<file path="src/rtl/core/bvg_pkg.sv">
package bvg_pkg;

	localparam int WINDOW_SIZE = 8;
	localparam int IDX_W       = (WINDOW_SIZE > 1) ? $clog2(WINDOW_SIZE) : 1;
	localparam bit WIN_POW2    = (WINDOW_SIZE & (WINDOW_SIZE - 1)) == 0;

	localparam int ADC_W   = 12;
	localparam int SCALE_W = 24;
	localparam int MV_W    = 16;
	localparam int PCT_W   = 7;
	localparam int PROD_W  = ADC_W + SCALE_W;
	localparam int SUM_W   = MV_W + IDX_W;
	localparam int DIFF_W  = 23;
	localparam int DIV_W   = (SUM_W > DIFF_W) ? SUM_W : DIFF_W;
	localparam int DCNT_W  = $clog2(DIV_W + 1);

	localparam int CFG_IDX_W  = 3;
	localparam int CFG_DATA_W = SCALE_W;

	typedef logic [CFG_IDX_W-1:0] cfg_idx_t;

	localparam cfg_idx_t REG_SCALE_Q16   = 3'd0;
	localparam cfg_idx_t REG_FULL_MV     = 3'd1;
	localparam cfg_idx_t REG_EMPTY_MV    = 3'd2;
	localparam cfg_idx_t REG_LOW_WARN_MV = 3'd3;
	localparam cfg_idx_t REG_CRITICAL_MV = 3'd4;

	localparam logic [SCALE_W-1:0] RST_SCALE_Q16   = 24'd105625;
	localparam logic [MV_W-1:0]    RST_FULL_MV     = 16'd4200;
	localparam logic [MV_W-1:0]    RST_EMPTY_MV    = 16'd3300;
	localparam logic [MV_W-1:0]    RST_LOW_WARN_MV = 16'd3500;
	localparam logic [MV_W-1:0]    RST_CRITICAL_MV = 16'd3400;

	localparam logic [PCT_W-1:0] PCT_FULL = 7'd100;

	typedef enum logic [3:0] {
		ST_IDLE,
		ST_MUL,
		ST_SUM,
		ST_AVG,
		ST_AVG_WAIT,
		ST_PCT,
		ST_PCT_DIV,
		ST_PCT_WAIT,
		ST_OUT
	} state_t;

	typedef enum logic {
		DIV_AVG,
		DIV_PCT
	} div_sel_t;

	typedef struct packed {
		logic     capture;
		logic     mul;
		logic     sum;
		logic     avg_shift;
		logic     div_start;
		div_sel_t div_sel;
		logic     avg_from_div;
		logic     pct_eval;
		logic     pct_from_div;
		logic     out_load;
	} cmd_t;

	typedef struct packed {
		logic div_done;
		logic need_div;
	} sts_t;

endpackage

</file>
<file path="src/rtl/core/bvg_if.sv">
interface bvg_in_if;
	import bvg_pkg::*;
	logic             valid;
	logic             ready;
	logic [ADC_W-1:0] adc_sample;
	modport source (output valid, output adc_sample, input ready);
	modport sink (input valid, input adc_sample, output ready);
endinterface

interface bvg_out_if;
	import bvg_pkg::*;
	logic             valid;
	logic             ready;
	logic [MV_W-1:0]  average_mv;
	logic [PCT_W-1:0] charge_percent;
	logic             low_flag;
	logic             critical_flag;
	modport source (output valid, output average_mv, output charge_percent,
		output low_flag, output critical_flag, input ready);
	modport sink (input valid, input average_mv, input charge_percent,
		input low_flag, input critical_flag, output ready);
endinterface

interface bvg_cfg_if;
	import bvg_pkg::*;
	logic                  valid;
	logic                  ready;
	logic [CFG_IDX_W-1:0]  reg_index;
	logic [CFG_DATA_W-1:0] wdata;
	modport source (output valid, output reg_index, output wdata, input ready);
	modport sink (input valid, input reg_index, input wdata, output ready);
endinterface

</file>
<file path="src/rtl/core/bvg_ram.sv">
module bvg_ram #(
	parameter int WIDTH = 16,
	parameter int DEPTH = 8
) (
	input  logic                                   clk,
	input  logic                                   we,
	input  logic [((DEPTH > 1) ? $clog2(DEPTH) : 1)-1:0] waddr,
	input  logic [WIDTH-1:0]                       wdata,
	input  logic                                   re,
	input  logic [((DEPTH > 1) ? $clog2(DEPTH) : 1)-1:0] raddr,
	output logic [WIDTH-1:0]                       rdata
);
	logic [WIDTH-1:0] mem [DEPTH];

	always_ff @(posedge clk) begin
		if (we) begin
			mem[waddr] <= wdata;
		end
		if (re) begin
			rdata <= mem[raddr];
		end
	end
endmodule

</file>
<file path="src/rtl/core/bvg_div.sv">
module bvg_div (
	input  logic                      clk,
	input  logic                      arst_n,
	input  logic                      start,
	input  logic [bvg_pkg::DIV_W-1:0] dividend,
	input  logic [bvg_pkg::MV_W-1:0]  divisor,
	output logic                      done,
	output logic [bvg_pkg::DIV_W-1:0] quotient
);
	import bvg_pkg::*;

	logic              busy_q;
	logic              done_q;
	logic [DCNT_W-1:0] cnt_q;
	logic [MV_W-1:0]   rem_q;
	logic [MV_W-1:0]   dvs_q;
	logic [DIV_W-1:0]  quo_q;
	logic [MV_W:0]     trial;
	logic              fits;

	assign trial = {rem_q, quo_q[DIV_W-1]};
	assign fits  = trial >= {1'b0, dvs_q};

	always_ff @(posedge clk or negedge arst_n) begin
		if (!arst_n) begin
			busy_q <= 1'b0;
			done_q <= 1'b0;
			cnt_q  <= '0;
		end else begin
			done_q <= 1'b0;
			if (start) begin
				busy_q <= 1'b1;
				cnt_q  <= DCNT_W'(DIV_W);
			end else if (busy_q) begin
				cnt_q <= cnt_q - 1'b1;
				if (cnt_q == DCNT_W'(1)) begin
					busy_q <= 1'b0;
					done_q <= 1'b1;
				end
			end
		end
	end

	always_ff @(posedge clk) begin
		if (start) begin
			rem_q <= '0;
			dvs_q <= divisor;
			quo_q <= dividend;
		end else if (busy_q) begin
			rem_q <= fits ? MV_W'(trial - {1'b0, dvs_q}) : trial[MV_W-1:0];
			quo_q <= {quo_q[DIV_W-2:0], fits};
		end
	end

	assign done     = done_q;
	assign quotient = quo_q;
endmodule

</file>
<file path="src/rtl/core/bvg_datapath.sv">
module bvg_datapath (
	input  logic                           clk,
	input  logic                           arst_n,
	input  bvg_pkg::cmd_t                  cmd,
	output bvg_pkg::sts_t                  sts,
	input  logic                           cfg_we,
	input  bvg_pkg::cfg_idx_t              cfg_idx,
	input  logic [bvg_pkg::CFG_DATA_W-1:0] cfg_data,
	input  logic [bvg_pkg::ADC_W-1:0]      adc_sample,
	output logic [bvg_pkg::MV_W-1:0]       average_mv,
	output logic [bvg_pkg::PCT_W-1:0]      charge_percent,
	output logic                           low_flag,
	output logic                           critical_flag
);
	import bvg_pkg::*;

	logic [SCALE_W-1:0]     scale_q;
	logic [MV_W-1:0]        full_q;
	logic [MV_W-1:0]        empty_q;
	logic [MV_W-1:0]        lowth_q;
	logic [MV_W-1:0]        critth_q;

	logic [ADC_W-1:0]       adc_q;
	logic [PROD_W-1:0]      prod_q;
	logic [SUM_W-1:0]       sum_q;
	logic [IDX_W-1:0]       widx_q;
	logic [WINDOW_SIZE-1:0] vld_q;
	logic [MV_W-1:0]        avg_q;
	logic [DIFF_W-1:0]      diff_q;
	logic [PCT_W-1:0]       pct_q;
	logic                   low_q;
	logic                   crit_q;

	logic [MV_W-1:0]        out_avg_q;
	logic [PCT_W-1:0]       out_pct_q;
	logic                   out_low_q;
	logic                   out_crit_q;

	logic [MV_W-1:0]        ram_rdata;
	logic [MV_W-1:0]        old_mv;
	logic [MV_W-1:0]        new_mv;
	logic                   ge_full;
	logic                   le_empty;
	logic [DIV_W-1:0]       div_dividend;
	logic [MV_W-1:0]        div_divisor;
	logic [DIV_W-1:0]       div_quo;
	logic                   div_done;

	always_ff @(posedge clk or negedge arst_n) begin
		if (!arst_n) begin
			scale_q  <= RST_SCALE_Q16;
			full_q   <= RST_FULL_MV;
			empty_q  <= RST_EMPTY_MV;
			lowth_q  <= RST_LOW_WARN_MV;
			critth_q <= RST_CRITICAL_MV;
		end else if (cfg_we) begin
			unique case (cfg_idx)
				REG_SCALE_Q16:   scale_q  <= cfg_data;
				REG_FULL_MV:     full_q   <= cfg_data[MV_W-1:0];
				REG_EMPTY_MV:    empty_q  <= cfg_data[MV_W-1:0];
				REG_LOW_WARN_MV: lowth_q  <= cfg_data[MV_W-1:0];
				REG_CRITICAL_MV: critth_q <= cfg_data[MV_W-1:0];
				default: ;
			endcase
		end
	end

	bvg_ram #(
		.WIDTH(MV_W),
		.DEPTH(WINDOW_SIZE)
	) u_ring (
		.clk   (clk),
		.we    (cmd.sum),
		.waddr (widx_q),
		.wdata (new_mv),
		.re    (cmd.capture),
		.raddr (widx_q),
		.rdata (ram_rdata)
	);

	// unwritten slots read as zero
	assign old_mv = vld_q[widx_q] ? ram_rdata : '0;
	assign new_mv = (|prod_q[PROD_W-1:16+MV_W]) ? '1 : prod_q[16 +: MV_W];

	always_ff @(posedge clk or negedge arst_n) begin
		if (!arst_n) begin
			sum_q  <= '0;
			widx_q <= '0;
			vld_q  <= '0;
		end else if (cmd.sum) begin
			sum_q         <= sum_q - SUM_W'(old_mv) + SUM_W'(new_mv);
			vld_q[widx_q] <= 1'b1;
			widx_q        <= (widx_q == IDX_W'(WINDOW_SIZE - 1)) ? '0 : widx_q + 1'b1;
		end
	end

	assign ge_full      = avg_q >= full_q;
	assign le_empty     = avg_q <= empty_q;
	assign sts.need_div = !ge_full && !le_empty;
	assign sts.div_done = div_done;

	assign div_dividend = (cmd.div_sel == DIV_AVG) ? DIV_W'(sum_q) : DIV_W'(diff_q);
	assign div_divisor  = (cmd.div_sel == DIV_AVG) ? MV_W'(WINDOW_SIZE) : full_q - empty_q;

	bvg_div u_div (
		.clk      (clk),
		.arst_n   (arst_n),
		.start    (cmd.div_start),
		.dividend (div_dividend),
		.divisor  (div_divisor),
		.done     (div_done),
		.quotient (div_quo)
	);

	always_ff @(posedge clk) begin
		if (cmd.capture) begin
			adc_q <= adc_sample;
		end
		if (cmd.mul) begin
			prod_q <= PROD_W'(adc_q) * PROD_W'(scale_q);
		end
		if (cmd.avg_shift) begin
			avg_q <= sum_q[IDX_W +: MV_W];
		end else if (cmd.avg_from_div) begin
			avg_q <= div_quo[MV_W-1:0];
		end
		if (cmd.pct_eval) begin
			diff_q <= DIFF_W'(avg_q - empty_q) * DIFF_W'(PCT_FULL);
			pct_q  <= ge_full ? PCT_FULL : '0;
			low_q  <= avg_q < lowth_q;
			crit_q <= avg_q < critth_q;
		end else if (cmd.pct_from_div) begin
			pct_q <= div_quo[PCT_W-1:0];
		end
		if (cmd.out_load) begin
			out_avg_q  <= avg_q;
			out_pct_q  <= pct_q;
			out_low_q  <= low_q;
			out_crit_q <= crit_q;
		end
	end

	assign average_mv     = out_avg_q;
	assign charge_percent = out_pct_q;
	assign low_flag       = out_low_q;
	assign critical_flag  = out_crit_q;
endmodule

</file>
<file path="src/rtl/core/bvg_ctrl.sv">
module bvg_ctrl (
	input  logic          clk,
	input  logic          arst_n,
	input  logic          in_valid,
	output logic          in_ready,
	input  logic          out_ready,
	output logic          out_valid,
	output bvg_pkg::cmd_t cmd,
	input  bvg_pkg::sts_t sts
);
	import bvg_pkg::*;

	state_t state_q;
	state_t state_d;
	logic   out_valid_q;
	logic   load_ok;

	assign load_ok = !out_valid_q || out_ready;

	always_ff @(posedge clk or negedge arst_n) begin
		if (!arst_n) begin
			state_q     <= ST_IDLE;
			out_valid_q <= 1'b0;
		end else begin
			state_q <= state_d;
			if (cmd.out_load) begin
				out_valid_q <= 1'b1;
			end else if (out_ready) begin
				out_valid_q <= 1'b0;
			end
		end
	end

	always_comb begin
		state_d = state_q;
		unique case (state_q)
			ST_IDLE:     if (in_valid) state_d = ST_MUL;
			ST_MUL:      state_d = ST_SUM;
			ST_SUM:      state_d = ST_AVG;
			ST_AVG:      state_d = WIN_POW2 ? ST_PCT : ST_AVG_WAIT;
			ST_AVG_WAIT: if (sts.div_done) state_d = ST_PCT;
			ST_PCT:      state_d = sts.need_div ? ST_PCT_DIV : ST_OUT;
			ST_PCT_DIV:  state_d = ST_PCT_WAIT;
			ST_PCT_WAIT: if (sts.div_done) state_d = ST_OUT;
			ST_OUT:      if (load_ok) state_d = ST_IDLE;
			default:     state_d = ST_IDLE;
		endcase
	end

	always_comb begin
		cmd      = '0;
		in_ready = 1'b0;
		unique case (state_q)
			ST_IDLE: begin
				in_ready    = 1'b1;
				cmd.capture = in_valid;
			end
			ST_MUL: cmd.mul = 1'b1;
			ST_SUM: cmd.sum = 1'b1;
			ST_AVG: begin
				cmd.avg_shift = WIN_POW2;
				cmd.div_start = !WIN_POW2;
				cmd.div_sel   = DIV_AVG;
			end
			ST_AVG_WAIT: begin
				cmd.div_sel      = DIV_AVG;
				cmd.avg_from_div = sts.div_done;
			end
			ST_PCT: cmd.pct_eval = 1'b1;
			ST_PCT_DIV: begin
				cmd.div_start = 1'b1;
				cmd.div_sel   = DIV_PCT;
			end
			ST_PCT_WAIT: begin
				cmd.div_sel      = DIV_PCT;
				cmd.pct_from_div = sts.div_done;
			end
			ST_OUT: cmd.out_load = load_ok;
			default: ;
		endcase
	end

	assign out_valid = out_valid_q;
endmodule

</file>
<file path="src/rtl/core/battery_voltage_average_gauge.sv">
// Moving-average battery gauge. Each input transaction carries one 12-bit ADC
// sample, which is scaled to millivolts ((sample * scale_q16) >> 16, saturated
// at 65535) and averaged over the last WINDOW_SIZE samples; the ring starts at
// zero, so the first averages include zeros. Each sample yields exactly one
// result: the average, a 0..100 charge estimate clamped at full_mv/empty_mv,
// and low/critical flags. One sample is processed at a time: with a window
// of 8 it passes the capture, multiply, sum, average, percent and output
// states, plus a divider pass when the average lies strictly between empty
// and full: a start state, DIV_W = 23 bit-serial divider steps and a state
// to take the quotient. A non-power-of-two window adds a divider pass for
// the average. A finished result sits in an output register, so the next
// sample is taken while it waits. The user must write registers through
// the configuration channel only while no sample is in flight; not enforced.
module battery_voltage_average_gauge (
	input logic       clk,
	input logic       arst_n,
	bvg_in_if.sink    in_ch,
	bvg_out_if.source out_ch,
	bvg_cfg_if.sink   cfg_ch
);
	import bvg_pkg::*;

	cmd_t cmd;
	sts_t sts;

	assign cfg_ch.ready = 1'b1;

	bvg_ctrl u_ctrl (
		.clk       (clk),
		.arst_n    (arst_n),
		.in_valid  (in_ch.valid),
		.in_ready  (in_ch.ready),
		.out_ready (out_ch.ready),
		.out_valid (out_ch.valid),
		.cmd       (cmd),
		.sts       (sts)
	);

	bvg_datapath u_dp (
		.clk            (clk),
		.arst_n         (arst_n),
		.cmd            (cmd),
		.sts            (sts),
		.cfg_we         (cfg_ch.valid),
		.cfg_idx        (cfg_ch.reg_index),
		.cfg_data       (cfg_ch.wdata),
		.adc_sample     (in_ch.adc_sample),
		.average_mv     (out_ch.average_mv),
		.charge_percent (out_ch.charge_percent),
		.low_flag       (out_ch.low_flag),
		.critical_flag  (out_ch.critical_flag)
	);
endmodule

</file>
<file path="src/flat_wrapper.sv">
// flat-port wrapper written by rule: the top's interface ports become plain ports
module battery_voltage_average_gauge_flat import bvg_pkg::*;
  (clk, arst_n, in_ch_valid, in_ch_adc_sample, in_ch_ready, out_ch_valid, out_ch_average_mv, out_ch_charge_percent, out_ch_low_flag, out_ch_critical_flag, out_ch_ready, cfg_ch_valid, cfg_ch_reg_index, cfg_ch_wdata, cfg_ch_ready);
  bvg_in_if in_ch_i ();
  bvg_out_if out_ch_i ();
  bvg_cfg_if cfg_ch_i ();
  input logic clk;
  input logic arst_n;
  input wire logic [$bits(in_ch_i.valid)-1:0] in_ch_valid;
  input wire logic [$bits(in_ch_i.adc_sample)-1:0] in_ch_adc_sample;
  output wire logic [$bits(in_ch_i.ready)-1:0] in_ch_ready;
  output wire logic [$bits(out_ch_i.valid)-1:0] out_ch_valid;
  output wire logic [$bits(out_ch_i.average_mv)-1:0] out_ch_average_mv;
  output wire logic [$bits(out_ch_i.charge_percent)-1:0] out_ch_charge_percent;
  output wire logic [$bits(out_ch_i.low_flag)-1:0] out_ch_low_flag;
  output wire logic [$bits(out_ch_i.critical_flag)-1:0] out_ch_critical_flag;
  input wire logic [$bits(out_ch_i.ready)-1:0] out_ch_ready;
  input wire logic [$bits(cfg_ch_i.valid)-1:0] cfg_ch_valid;
  input wire logic [$bits(cfg_ch_i.reg_index)-1:0] cfg_ch_reg_index;
  input wire logic [$bits(cfg_ch_i.wdata)-1:0] cfg_ch_wdata;
  output wire logic [$bits(cfg_ch_i.ready)-1:0] cfg_ch_ready;
  assign in_ch_i.valid = in_ch_valid;
  assign in_ch_i.adc_sample = in_ch_adc_sample;
  assign in_ch_ready = in_ch_i.ready;
  assign out_ch_valid = out_ch_i.valid;
  assign out_ch_average_mv = out_ch_i.average_mv;
  assign out_ch_charge_percent = out_ch_i.charge_percent;
  assign out_ch_low_flag = out_ch_i.low_flag;
  assign out_ch_critical_flag = out_ch_i.critical_flag;
  assign out_ch_i.ready = out_ch_ready;
  assign cfg_ch_i.valid = cfg_ch_valid;
  assign cfg_ch_i.reg_index = cfg_ch_reg_index;
  assign cfg_ch_i.wdata = cfg_ch_wdata;
  assign cfg_ch_ready = cfg_ch_i.ready;
  battery_voltage_average_gauge u_core (.clk(clk), .arst_n(arst_n), .in_ch(in_ch_i), .out_ch(out_ch_i), .cfg_ch(cfg_ch_i));
endmodule
</file>
<file path="config.mk">
export PLATFORM = sky130hd
export DESIGN_NAME = battery_voltage_average_gauge_flat
export DESIGN_NICKNAME = d
export VERILOG_FILES = /design/src/rtl/core/bvg_pkg.sv /design/src/rtl/core/bvg_if.sv /design/src/rtl/core/bvg_ram.sv /design/src/rtl/core/bvg_div.sv /design/src/rtl/core/bvg_datapath.sv /design/src/rtl/core/bvg_ctrl.sv /design/src/rtl/core/battery_voltage_average_gauge.sv /design/src/flat_wrapper.sv
export SDC_FILE = /design/constraint.sdc
export NUM_CORES = 1
export LEC_CHECK = 0
export BUFFER_PORTS_ARGS = -buffer_cell sky130_fd_sc_hd__buf_2
export CELL_PAD_IN_SITES_DETAIL_PLACEMENT = 0
export CELL_PAD_IN_SITES_GLOBAL_PLACEMENT = 1
export CORE_ASPECT_RATIO = 0.7
export CORE_MARGIN = 5
export CORE_UTILIZATION = 39
export DETAILED_ROUTE_END_ITERATION = 10
export PLACE_DENSITY_LB_ADDON = 0.1
export SLEW_MARGIN = 20
export SYNTH_ARGS = -nofsm -noshare
export SYNTH_HDL_FRONTEND = slang
export SYNTH_HIERARCHICAL = 1
export SYNTH_SLANG_ARGS = --single-unit
</file>
<file path="constraint.sdc">
create_clock -name clk -period 7.2 [get_ports clk]
set_clock_uncertainty 0.2 [all_clocks]
set_input_delay 1.08 -clock clk [delete_from_list [all_inputs] [get_ports clk]]
set_output_delay 1.08 -clock clk [all_outputs]
set_load 0.05 [all_outputs]
</file>
# [After elaboration in Yosys (flattened, before gate mapping)]
# Memory sizes are Yosys's and may differ from the RTL's. A register that Yosys moved wholly into a read port is not among the register bits.
# Cells that the tools add are included.
[op_classes] addsub=7 multipliers=2 order_cmp=7 eq_ne=18 n_mux=45 bitwise=1 n_reduce_logical=20
[ops] cell="two-way mux 16 bit" n=5
[ops] cell="two-way mux 23 bit" n=3
[ops] cell="multiplier 12 x 24 -> 36 bit" n=1
[ops] cell="one-hot mux 4 bit (9 select lines)" n=1
[ops] cell="< comparator 16 bit" n=2
[ops] cell="subtractor 16 bit" n=2
[ops] cell="multiplier 23 x 5 -> 21 bit (second input constant)" n=1
[ops] cell="two-way mux 1 bit" n=23
[ops] cell="two-way mux 7 bit" n=3
[ops] cell="two-way mux 4 bit" n=5
[ops] cell="adder 19 x 16 -> 19 bit" n=1
[ops] cell="subtractor 19 x 16 -> 19 bit" n=1
[ops] cell="greater-or-equal comparator 17 x 16 -> 1 bit" n=1
[ops] cell="subtractor 16 x 16 -> 17 bit" n=1
[ops] cell="equality test 4 x 3 -> 1 bit (second input constant)" n=4
[ops] cell="greater-or-equal comparator 16 bit" n=1
[ops] cell="less-or-equal comparator 16 bit" n=1
[ops] cell="two-way mux 5 bit" n=2
[ops] cell="AND reduction 2 bit" n=5
[ops] cell="equality test 4 x 2 -> 1 bit (second input constant)" n=2
[ops] cell="!= test 2 bit (second input constant)" n=4
[ops] cell="OR 8 bit" n=1
[ops] cell="nonzero test 2 bit" n=4
[ops] cell="equality test 3 x 2 -> 1 bit (second input constant)" n=2
[ops] cell="20 further kinds" n=24
[totals] regBits=304 mem_bits_rw=128 input_bits=44 out_inout_bits=28 word_cells=128 n_memories=1
[memory_table] name="u_core.u_dp.u_ring.mem" depth=8 word_bits=16 rd=1 rd_clocked_by_memory_dff=1 wr=1 line_no="bvg_ram.sv:13" rtl="logic [WIDTH-1:0] mem [DEPTH];"

# [Logic depth before layout (Yosys ltp)]
# Gate-level depths: netlist of run 1.
[logic_depth] word_depth=5 ltp_mapped=23 depth_no_buf=23

# [Modules after synthesis]
# Netlist of run 1, hierarchy kept.
[modules_own_cells] module="bvg_datapath" instances=1 cells_each=2200 area_each_um2=21939.8
[modules_own_cells] module="bvg_ram" instances=1 cells_each=214 area_each_um2=5454.0
[modules_own_cells] module="bvg_div" instances=1 cells_each=310 area_each_um2=3382.0
[modules_own_cells] module="bvg_ctrl" instances=1 cells_each=44 area_each_um2=355.3
[modules_own_cells] module="battery_voltage_average_gauge" instances=1 cells_each=2 area_each_um2=11.3

# [Worst setup path before layout of run 1]
# No wires, ideal clock.
[synth_timing] path_kind="reg2reg" from="register u_core.u_dp.scale_q[11]" to="register u_core.u_dp.prod_q[35] (data pin)" setup_time_ps=260 arrival_time_ps=5204 setup_slack_ps=1536 path_stages_with_launch=19 n_path_buf=1 synth_period_minus_slack_ps=5664 path_cell_list="dfstp_2 clkbuf_1 and2_1 fa_1 fa_1 fa_1 fa_1 inv_1 fa_1 inv_1 ha_1 a21oi_1 o21ai_0 and3_1 and3_1 a211oi_2 o31ai_2 a21oi_1 xnor2_1"
[synth_between] elab_chain_len=1
[synth_rtl] item="start, declared" line_no="bvg_datapath.sv:17" rtl="logic [SCALE_W-1:0] scale_q;"
[synth_rtl] item="start signal, assigned" line_no="bvg_datapath.sv:58" rtl="REG_SCALE_Q16: scale_q <= cfg_data;"
[synth_rtl] item="multiplier 12 x 24 -> 36 bit" line_no="bvg_datapath.sv:120" rtl="prod_q <= PROD_W'(adc_q) * PROD_W'(scale_q);"
[synth_rtl] item="end signal, assigned" line_no="bvg_datapath.sv:120"
[synth_rtl] item="end, declared" line_no="bvg_datapath.sv:24" rtl="logic [PROD_W-1:0] prod_q;"
# No other way between the ends.
# A chain may end at the register's enable or synchronous reset.

# [Final worst setup path of run 1]
[layout_timing] from="register u_core.u_dp.adc_q[7]" to="register u_core.u_dp.prod_q[35] (data pin)"
[layout_between] elab_chain_len=1
[layout_rtl] item="start, declared" line_no="bvg_datapath.sv:23" rtl="logic [ADC_W-1:0] adc_q;"
[layout_rtl] item="start signal, assigned" line_no="bvg_datapath.sv:117" rtl="adc_q <= adc_sample;"
[layout_rtl] item="multiplier 12 x 24 -> 36 bit" line_no="bvg_datapath.sv:120"
# No other way between the ends.

==> results of run 1 <==
## worst max path at each step
stage                                   startpoint                               end  cells past startpoint
2_1_floorplan  u_core/u_dp/scale_q[11]$_DFFE_PN1P_  u_core/u_dp/prod_q[35]$_DFFE_PP_                     18
3_3_place_gp        u_core/u_dp/adc_q[8]$_DFFE_PP_  u_core/u_dp/prod_q[35]$_DFFE_PP_                     18
3_5_place_dp        u_core/u_dp/adc_q[8]$_DFFE_PP_  u_core/u_dp/prod_q[35]$_DFFE_PP_                     18
4_1_cts             u_core/u_dp/adc_q[8]$_DFFE_PP_  u_core/u_dp/prod_q[35]$_DFFE_PP_                     18
5_1_grt             u_core/u_dp/adc_q[8]$_DFFE_PP_  u_core/u_dp/prod_q[35]$_DFFE_PP_                     18
6_report            u_core/u_dp/adc_q[7]$_DFFE_PP_  u_core/u_dp/prod_q[35]$_DFFE_PP_                     18
## stage by stage
stage	cells	hold slack [ns]	instance area, sq um
5_1_grt	3911	0.203	34300
3_3_place_gp	3822	0.213	32700
4_1_cts	3911	0.191	34300
2_1_floorplan	2770	0.200	31100
6_report	3912	0.196	34300
3_5_place_dp	3822	0.206	32700
## cells by family (layout without fill, tap and decap cells)
| group | count (synthesis) | count (layout) |
|---|---|---|
| simple gates | 713 | 713 |
| buf+inv | 525 | 610 |
| fa+ha+maj | 488 | 488 |
| flops | 432 | 432 |
| compound gates | 360 | 360 |
| mux | 160 | 160 |
| xor+xnor | 91 | 91 |
| other cells | 1 | 2 |
## per-layer routing
metal | global-route usage, % | vias up | part of all wire, %
li1 | - | 9426 | -
met1 | 28.5 | 10100 | 52
met2 | 27.4 | 340 | 43
met4 | 2.84 | 0 | 1.2
met3 | 2.23 | 69 | 3.6
met5 | 0 | - | 0
## critical path, stage by stage, from the launching register on
cell and delay, ns:
edfxtp_1 1.04, nand2_1 0.21, fa_1 0.49, fa_1 0.55
inv_1 0.05, fa_1 0.47, fa_1 0.55, inv_1 0.05
fa_1 0.53, inv_1 0.04, ha_1 0.32, a21oi_1 0.25
o21ai_0 0.23, and3_1 0.28, and3_1 0.21, a211oi_2 0.32
o31ai_2 0.12, a21oi_1 0.19, xnor2_1 0.08
## flip-flops by register name, indices dropped and copies added, names as in the netlist, 19 cells and up
signal and count:
u_core/u_dp/u_div/quotient 23, u_core/u_dp/prod_q 20, u_core/u_dp/diff_q 21, u_core/u_dp/sum_q 19, u_core/u_dp/u_ring/mem 128, u_core/u_dp/scale_q 24
## area by class of cell
| cell class | count | share of cell area (%) |
|---|---|---|
| antenna | 1 | 0.00729 |
| clock buffer | 56 | 3.59 |
| clock inverter | 33 | 1.11 |
| inverter | 419 | 4.58 |
| multi-input combinational | 1813 | 49.5 |
| sequential | 432 | 35.6 |
| tap | 1056 | 3.85 |
| timing repair buffer | 102 | 1.74 |
## cells in the final DEF, fill, tap and decap left out, drive strengths merged, types with 37 or more instances in the layout
cell type	Yosys	routed
a21o	39	39
a21oi	76	76
and2	108	108
buf	24	102
clkbuf	82	56
dfrtp	99	99
edfxtp	286	286
fa	254	254
ha	234	234
inv	419	425
mux2	115	115
nand2	358	358
nand2b	37	37
nor2	78	78
o21ai	119	119
xnor2	65	65
==> results.toml, run 1 <==
[run_status]
status = "finished clean"

[cts]
cts_sinks = 432
cts_setup_buffers = 0
htreeDepth = 2
clock_path_buffers = 3
cts_made_buffers = 48
clk_pin_slew_ns = 0.07
post_cts_resized = 0
insertion_delay_ns = 0.61
root_buffer = "clkbuf_16"
cts_tree = "built"
postCtsHoldBufs = 0

[global_routing]
grt_overflow_total = 0
grt_max_degree = 57
first_global_vias = 20400
grt_pass1_wl_mm = 122
grt_antenna_before_repair = 0
track_usage_pct = 18.2

[synthesis]
async_reset_ff_share_pct = 30.1
synth.distinct_cells = 90
synth_cells = 2770
synth.top_cells.by_area = "edfxtp_1, fa_1, ha_1"
yosys.area_share.adder_pct = 25.7
synth_top_family_by_area = "adder cells"
seq_area_frac_synth_pct = 39.2
synth-seq-cells = 432
synth_ff_type = "edfxtp_1"
synth_mux_area_share_pct = 7.31
synth_area_sq_mm = 0.0311
syn-num-nets = 3302
yosysMostFrequentCell = "inv_1"
synth-edff-count = 286
synthSimpleGateAreaFrac_pct = 10.9
synth.top_cell.area_share_pct = 27.6
netlist.top_cell.by_area = "edfxtp_1"
synth_xor_area_share_pct = 2.56
avgSynthCellArea_sq_um = 11.2
synth_warnings = 6
synth_common_cells = "inv_1, nand2_1, edfxtp_1"
synth_compound_area_share_pct = 7.74

[floorplan]
ios = 72
start_util_pct = 39.4
core_sq_mm = 0.0790
rows = 86
die_area_sq_mm = 0.0857
die_x_microns = 348
die_h_microns = 246

[worst_setup_path]
worst-r2r-cell-count = 18
crit_arrival_ns = 6.59
reg2reg_from = "u_core/u_dp/adc_q[7]$_DFFE_PP_"
crit_required_ns = 7.35
rrSetupSlack_ns = 0.76
crit_path_start_kind = "flop"
end_kind = "flop"
regToRegEndpoint = "u_core/u_dp/prod_q[35]$_DFFE_PP_"
cp_max_fo = 24
critical_path_class = "flop to flop"

[routing]
dr.pass1.iters = 5
route.detailed.drc = 0
ant_nets = 0
drt_iter0_markers = 1088
routedWlPerCell_microns = 19.7
routed_wl_mm = 76.9
via_per_inst = 5.08
vias = 19900

[sta]
setup_slack_ns = 0.763
slew_headroom_pct = 26.8
finalSetupViolCount = 0
fmax_ghz = 0.155
rsz0062_at_grt = "no"
timing_hold_violations_final = 0
drv_slew = 0
period_needed_ns = 6.44
finalCritPeriodShare_pct = 89.4
worst_slew_pin_slew_ns = 1.10
tns_ns = 0

[min_path]
hold_path.class = "primary input to asynchronous set/reset pin"

[placed_design]
dp_hpwl_mm = 57.1
routabilityCongestion = 0.867
port-buffer-count = 70
pre_cts_ws_ns = 0.796

[layout]
seqCellArea_sq_mm = 0.0122
final_net_count = 3348
syn2layout_area_growth_pct = 10.2
multiInputGateArea_sq_mm = 0.0170
finalCoreUtilization_pct = 43.4
fillers = 7480
drive_gt1_share_pct = 13.6

[flow_run]
drv_cap = 0
Power of run 1 is left out: the tool's default activity adds up to more than one toggle a clock period on the data nets, which glitch-free logic cannot reach.
==> run 2: changes to the inputs <==
- CELL_PAD_IN_SITES_DETAIL_PLACEMENT: 0 -> default
- CELL_PAD_IN_SITES_GLOBAL_PLACEMENT: 1 -> default
- CORE_UTILIZATION: 39 -> 64
==> results.toml, run 2 (synthesized netlist as in run 1, its figures left out) <==
[floorplan]
rows = 67
start_util_pct = 64.8
core_sq_mm = 0.0480
ios = 72
die_x_microns = 274
die_h_microns = 195
die_area_sq_mm = 0.0532

[global_routing]
grt_overflow_total = 0
first_global_vias = 20700
use_met2_pct = 41.2
grt_max_degree = 68
grt_pass1_wl_mm = 114
track_usage_pct = 26.8
use_met3_pct = 4.15
grt_antenna_before_repair = 1
gr-usage-met1_pct = 41.3
global_route.peak_usage_layer = "met1"

[min_path]
min_from = "u_core/u_dp/pct_q[0]$_SDFFCE_PP0P_"
hold_path.class = "flop to flop"
hold_path_depth = 0

[layout]
num_antenna_cells = 0
largest_reg_flops = 128
regMostFlops = "u_core/u_dp/u_ring/mem"
final_common_cell = "inv_1"
drive_gt1_share_pct = 13.2
final_net_count = 3334
syn2layout_area_growth_pct = 7.92
mostFrequentLayoutCells = "inv_1, nand2_1, edfxtp_1"
fillers = 3516

[sta]
fmax_ghz = 0.155
tns_ns = 0
finalCritPeriodShare_pct = 89.8
drv_slew = 0
finalSetupViolCount = 0
timing_hold_violations_final = 0
hold_ws_ns = 0.216
slew_headroom_pct = 26.1
rsz0062_at_grt = "no"
period_needed_ns = 6.47
worst_slew_pin_slew_ns = 1.11

[flow_run]
drv_cap = 0

[worst_setup_path]
critPathTopFamily = "adder cells"
crit_slowest_cell = "edfxtp_1"
rrSetupSlack_ns = 0.73
cp_num_cells = 18
slowest_delay_ns = 0.99
worst-r2r-cell-count = 18
crit_chain = "nand2_1 > fa_1 > inv_1 > fa_1 > fa_1 > fa_1 > inv_1 > fa_1 > inv_1 > ha_1 > a21o_1 > a21o_1 > a31oi_2 > nand3_2 > a211oi_2 > o31ai_2 > a21oi_1 > xnor2_1"
end_kind = "flop"
cp_common_cell = "fa_1"
critical_path_class = "flop to flop"
crit_path_start_kind = "flop"
reg2reg_from = "u_core/u_dp/adc_q[8]$_DFFE_PP_"
crit_arrival_ns = 6.57
cp_max_fo = 24
crit_start = "u_core/u_dp/adc_q[8]$_DFFE_PP_"
cp_num_buf_inv = 3
crit_required_ns = 7.31

[run_status]
status = "finished clean"

[routing]
routed_wl_mm = 70.2
route.detailed.drc = 0
dr.pass1.iters = 7
vias = 20400
ant_nets = 0
drt_iter0_markers = 1592
routedWlPerCell_microns = 20.1
via_per_inst = 5.84

[cts]
cts_tree = "built"
insertion_delay_ns = 0.57
root_buffer = "clkbuf_16"
clock_path_buffers = 3
post_cts_resized = 0
postCtsHoldBufs = 0
cts_made_buffers = 43
htreeDepth = 2
cts_sinks = 432
clk_pin_slew_ns = 0.07
cts_setup_buffers = 0

[placed_design]
routabilityCongestion = 0.912
dp_hpwl_mm = 51.6
port-buffer-count = 70
## run 2: cell types whose count changed in the layout (fill, tap and decap cells not counted), moves of 3 or more
cell | before | now
buf_4 | 32 | 23
clkbuf_16 | 48 | 43
clkbuf_1 | 8 | 5
bufinv_16 | 5 | 8
nor2_2 | 3 | 6
clkinv_2 | 9 | 5
## run 2: worst paths after layout
path	end
min	u_core/u_dp/charge_percent[0]$_DFFE_PP_
max	u_core/u_dp/prod_q[35]$_DFFE_PP_
min reg2reg	u_core/u_dp/charge_percent[0]$_DFFE_PP_
max reg2reg	u_core/u_dp/prod_q[35]$_DFFE_PP_
min in group asynchronous	u_core/u_ctrl/state_q[3]$_DFFE_PN0P_
max in group asynchronous	u_core/u_dp/empty_q[9]$_DFFE_PN0P_
## run 2: final cells by class
class	instances	area (sq um)	share of cell area [%]
flip-flops and latches	432	12200	36.3
inverters	419	1570	4.68
multi-input cells	1813	17000	50.5
clock inverters	30	408	1.21
repair buffers	93	529	1.57
clock buffers	48	1090	3.26
well taps	655	820	2.44
## run 2: stage by stage
stage	instances	worst slack (ns)	util, %	instance area, sq um
after global placement	3412	1.00	66.8	32100
after global routing	3490	0.426	70.0	33600
after floorplan	2770	1.54	-	31100
after detailed placement	3412	0.845	66.8	32100
final	3490	0.734	70.0	33600
after CTS	3490	0.805	69.9	33600
## run 2: routing by layer
metal  routed length [microns]  up-vias
met4                      1300        0
met3                      4950      101
met1                     32300    10200
li1                          -     9365
met2                     31700      690
met5                         0        -
## run 2: worst reg2reg max path, cell delays in order (launching register included)
cell	delay [ns]
edfxtp_1	0.99
nand2_1	0.20
fa_1	0.58
inv_1	0.05
fa_1	0.46
fa_1	0.55
fa_1	0.55
inv_1	0.05
fa_1	0.54
inv_1	0.04
ha_1	0.34
a21o_1	0.20
a21o_1	0.21
a31oi_2	0.21
nand3_2	0.27
a211oi_2	0.37
o31ai_2	0.13
a21oi_1	0.19
xnor2_1	0.08
Power of run 2 is left out for the same reason.
==> run 3: changes to the inputs <==
- ABC_AREA: default -> 1
- CORE_UTILIZATION: 64 -> 65
==> results.toml, run 3 <==
[cts]
clk_pin_slew_ns = 0.07
htreeDepth = 2
postCtsHoldBufs = 0
cts_sinks = 432
clock_path_buffers = 3
post_cts_resized = 0
cts_setup_buffers = 0
insertion_delay_ns = 0.58
cts_tree = "built"
root_buffer = "clkbuf_16"
cts_made_buffers = 43

[sta]
drv_slew = 0
period_needed_ns = 5.93
worst_slew_pin_slew_ns = 1.11
hold_ws_ns = 0.223
finalSetupViolCount = 0
finalCritPeriodShare_pct = 82.4
timing_hold_violations_final = 0
fmax_ghz = 0.169
rsz0062_at_grt = "no"
tns_ns = 0
slew_headroom_pct = 25.8

[routing]
routedWlPerCell_microns = 17.5
vias = 26000
ant_nets = 0
via_per_inst = 5.48
route.detailed.drc = 0
drt_iter0_markers = 2537
routed_wl_mm = 83.1
dr.pass1.iters = 6

[synthesis]
synth_common_cells = "nand2_1, inv_1, edfxtp_1"
avgSynthCellArea_sq_um = 8.34
synth-seq-cells = 432
synth_area_sq_mm = 0.0334
seq_area_frac_synth_pct = 36.5
synth-edff-count = 286
synth.top_cells.by_area = "edfxtp_1, fa_1, nand2_1"
synth.distinct_cells = 46
async_reset_ff_share_pct = 30.1
yosysMostFrequentCell = "nand2_1"
syn-num-nets = 4537
synth_warnings = 6
synth_cells = 4005
synth_ff_type = "edfxtp_1"
synth.top_cell.area_share_pct = 25.7
netlist.top_cell.by_area = "edfxtp_1"

[worst_setup_path]
end_kind = "flop"
critPathTopFamily = "adder cells"
crit_slowest_cell = "edfxtp_1"
cp_num_buf_inv = 3
crit_arrival_ns = 6.07
crit_path_start_kind = "flop"
cp_common_cell = "fa_1"
crit_chain = "nand2_1 > fa_1 > inv_1 > fa_1 > fa_1 > fa_1 > inv_1 > fa_1 > inv_1 > ha_1 > a21oi_1 > o21ai_1 > a21oi_1 > nor2_1 > nor2_1 > nand2_1 > nand2_1 > nand2_1"
rrSetupSlack_ns = 1.27
critical_path_class = "flop to flop"
crit_required_ns = 7.34
crit_start = "u_core/u_dp/adc_q[7]$_DFFE_PP_"
slowest_delay_ns = 1.01
cp_max_fo = 24
reg2reg_from = "u_core/u_dp/adc_q[7]$_DFFE_PP_"

[layout]
seqCellArea_sq_mm = 0.0122
fillers = 4080
final_net_count = 4564
regMostFlops = "u_core/u_dp/u_ring/mem"
num_antenna_cells = 0
drive_gt1_share_pct = 6.37
mostFrequentLayoutCells = "nand2_1, inv_1, edfxtp_1"
largest_reg_flops = 128
syn2layout_area_growth_pct = 7.18
final_common_cell = "nand2_1"
multiInputGateArea_sq_mm = 0.0175

[floorplan]
rows = 69
die_x_microns = 281
die_area_sq_mm = 0.0561
die_h_microns = 200
ios = 72
start_util_pct = 65.8
core_sq_mm = 0.0508

[global_routing]
grt_max_degree = 81
grt_pass1_wl_mm = 136
grt_antenna_before_repair = 2
first_global_vias = 25800
grt_overflow_total = 0
track_usage_pct = 30.6

[run_status]
status = "finished clean"

[flow_run]
drv_cap = 0

[min_path]
hold_path.class = "flop to flop"
min_from = "u_core/u_dp/crit_q$_DFFE_PP_"

[placed_design]
routabilityCongestion = 0.946
port-buffer-count = 70
dp_hpwl_mm = 62.1
==> run 3: cell families (layout without fill, tap and decap cells) <==
logic type	count (synthesis)	in the layout	synth area share, %
xor+xnor	48	48	1.26
mux	8	8	0.270
other cells	1	1	0.0112
fa+ha+maj	488	488	24.0
compound gates	407	407	6.58
simple gates	1663	1663	20.3
flops	432	432	36.5
buf+inv	958	1020	11.1
==> run 3: path summary, 6_finish.rpt <==
path / endpoint / cells after the start
setup / recovery: u_core/u_dp/prod_q[30]$_DFFE_PP_ / 18
hold / removal: u_core/u_dp/critical_flag$_DFFE_PP_ / 0
setup reg to reg: u_core/u_dp/prod_q[30]$_DFFE_PP_ / 18
hold reg to reg: u_core/u_dp/critical_flag$_DFFE_PP_ / 0
max in group asynchronous: u_core/u_dp/widx_q[0]$_DFFE_PN0P_ / 2
min in group asynchronous: u_core/u_dp/critth_q[12]$_DFFE_PN0P_ / 1
==> run 3: layout make-up <==
class                   count  area share, %
multi-input cells        2615           48.9
inverters                 843           8.84
repair buffers             97           1.72
clock buffers              57           3.48
clock inverters            23          0.594
flip-flops and latches    432           34.1
well taps                 674           2.36
==> run 3: per-stage QoR <==
| stage | worst slack [ns] | instances | util (%) | cell area (sq um) |
|---|---|---|---|---|
| finish | 1.27 | 4741 | 70.5 | 35800 |
| floorplan | 1.90 | 4005 | - | 33400 |
| global route | 0.916 | 4741 | 70.5 | 35800 |
| global placement | 1.46 | 4656 | 67.4 | 34200 |
| detailed placement | 1.36 | 4657 | 67.5 | 34300 |
| CTS | 1.33 | 4737 | 70.4 | 35700 |
==> run 3: per-layer routing <==
| metal | GRT usage [%] | share of wire, % |
|---|---|---|
| met4 | 8.68 | 2.9 |
| met5 | 0 | 0.012 |
| met1 | 45.7 | 45 |
| met3 | 5.20 | 9.0 |
| met2 | 47.0 | 43 |
==> run 3: worst register-to-register path: stages, from the launching register on <==
cell	delay (ns)
edfxtp_1	1.01
nand2_1	0.18
fa_1	0.56
inv_1	0.05
fa_1	0.46
fa_1	0.53
fa_1	0.55
inv_1	0.06
fa_1	0.52
inv_1	0.04
ha_1	0.34
a21oi_1	0.26
o21ai_1	0.21
a21oi_1	0.31
nor2_1	0.08
nor2_1	0.13
nand2_1	0.07
nand2_1	0.05
nand2_1	0.05
Power of run 3 is left out for the same reason.
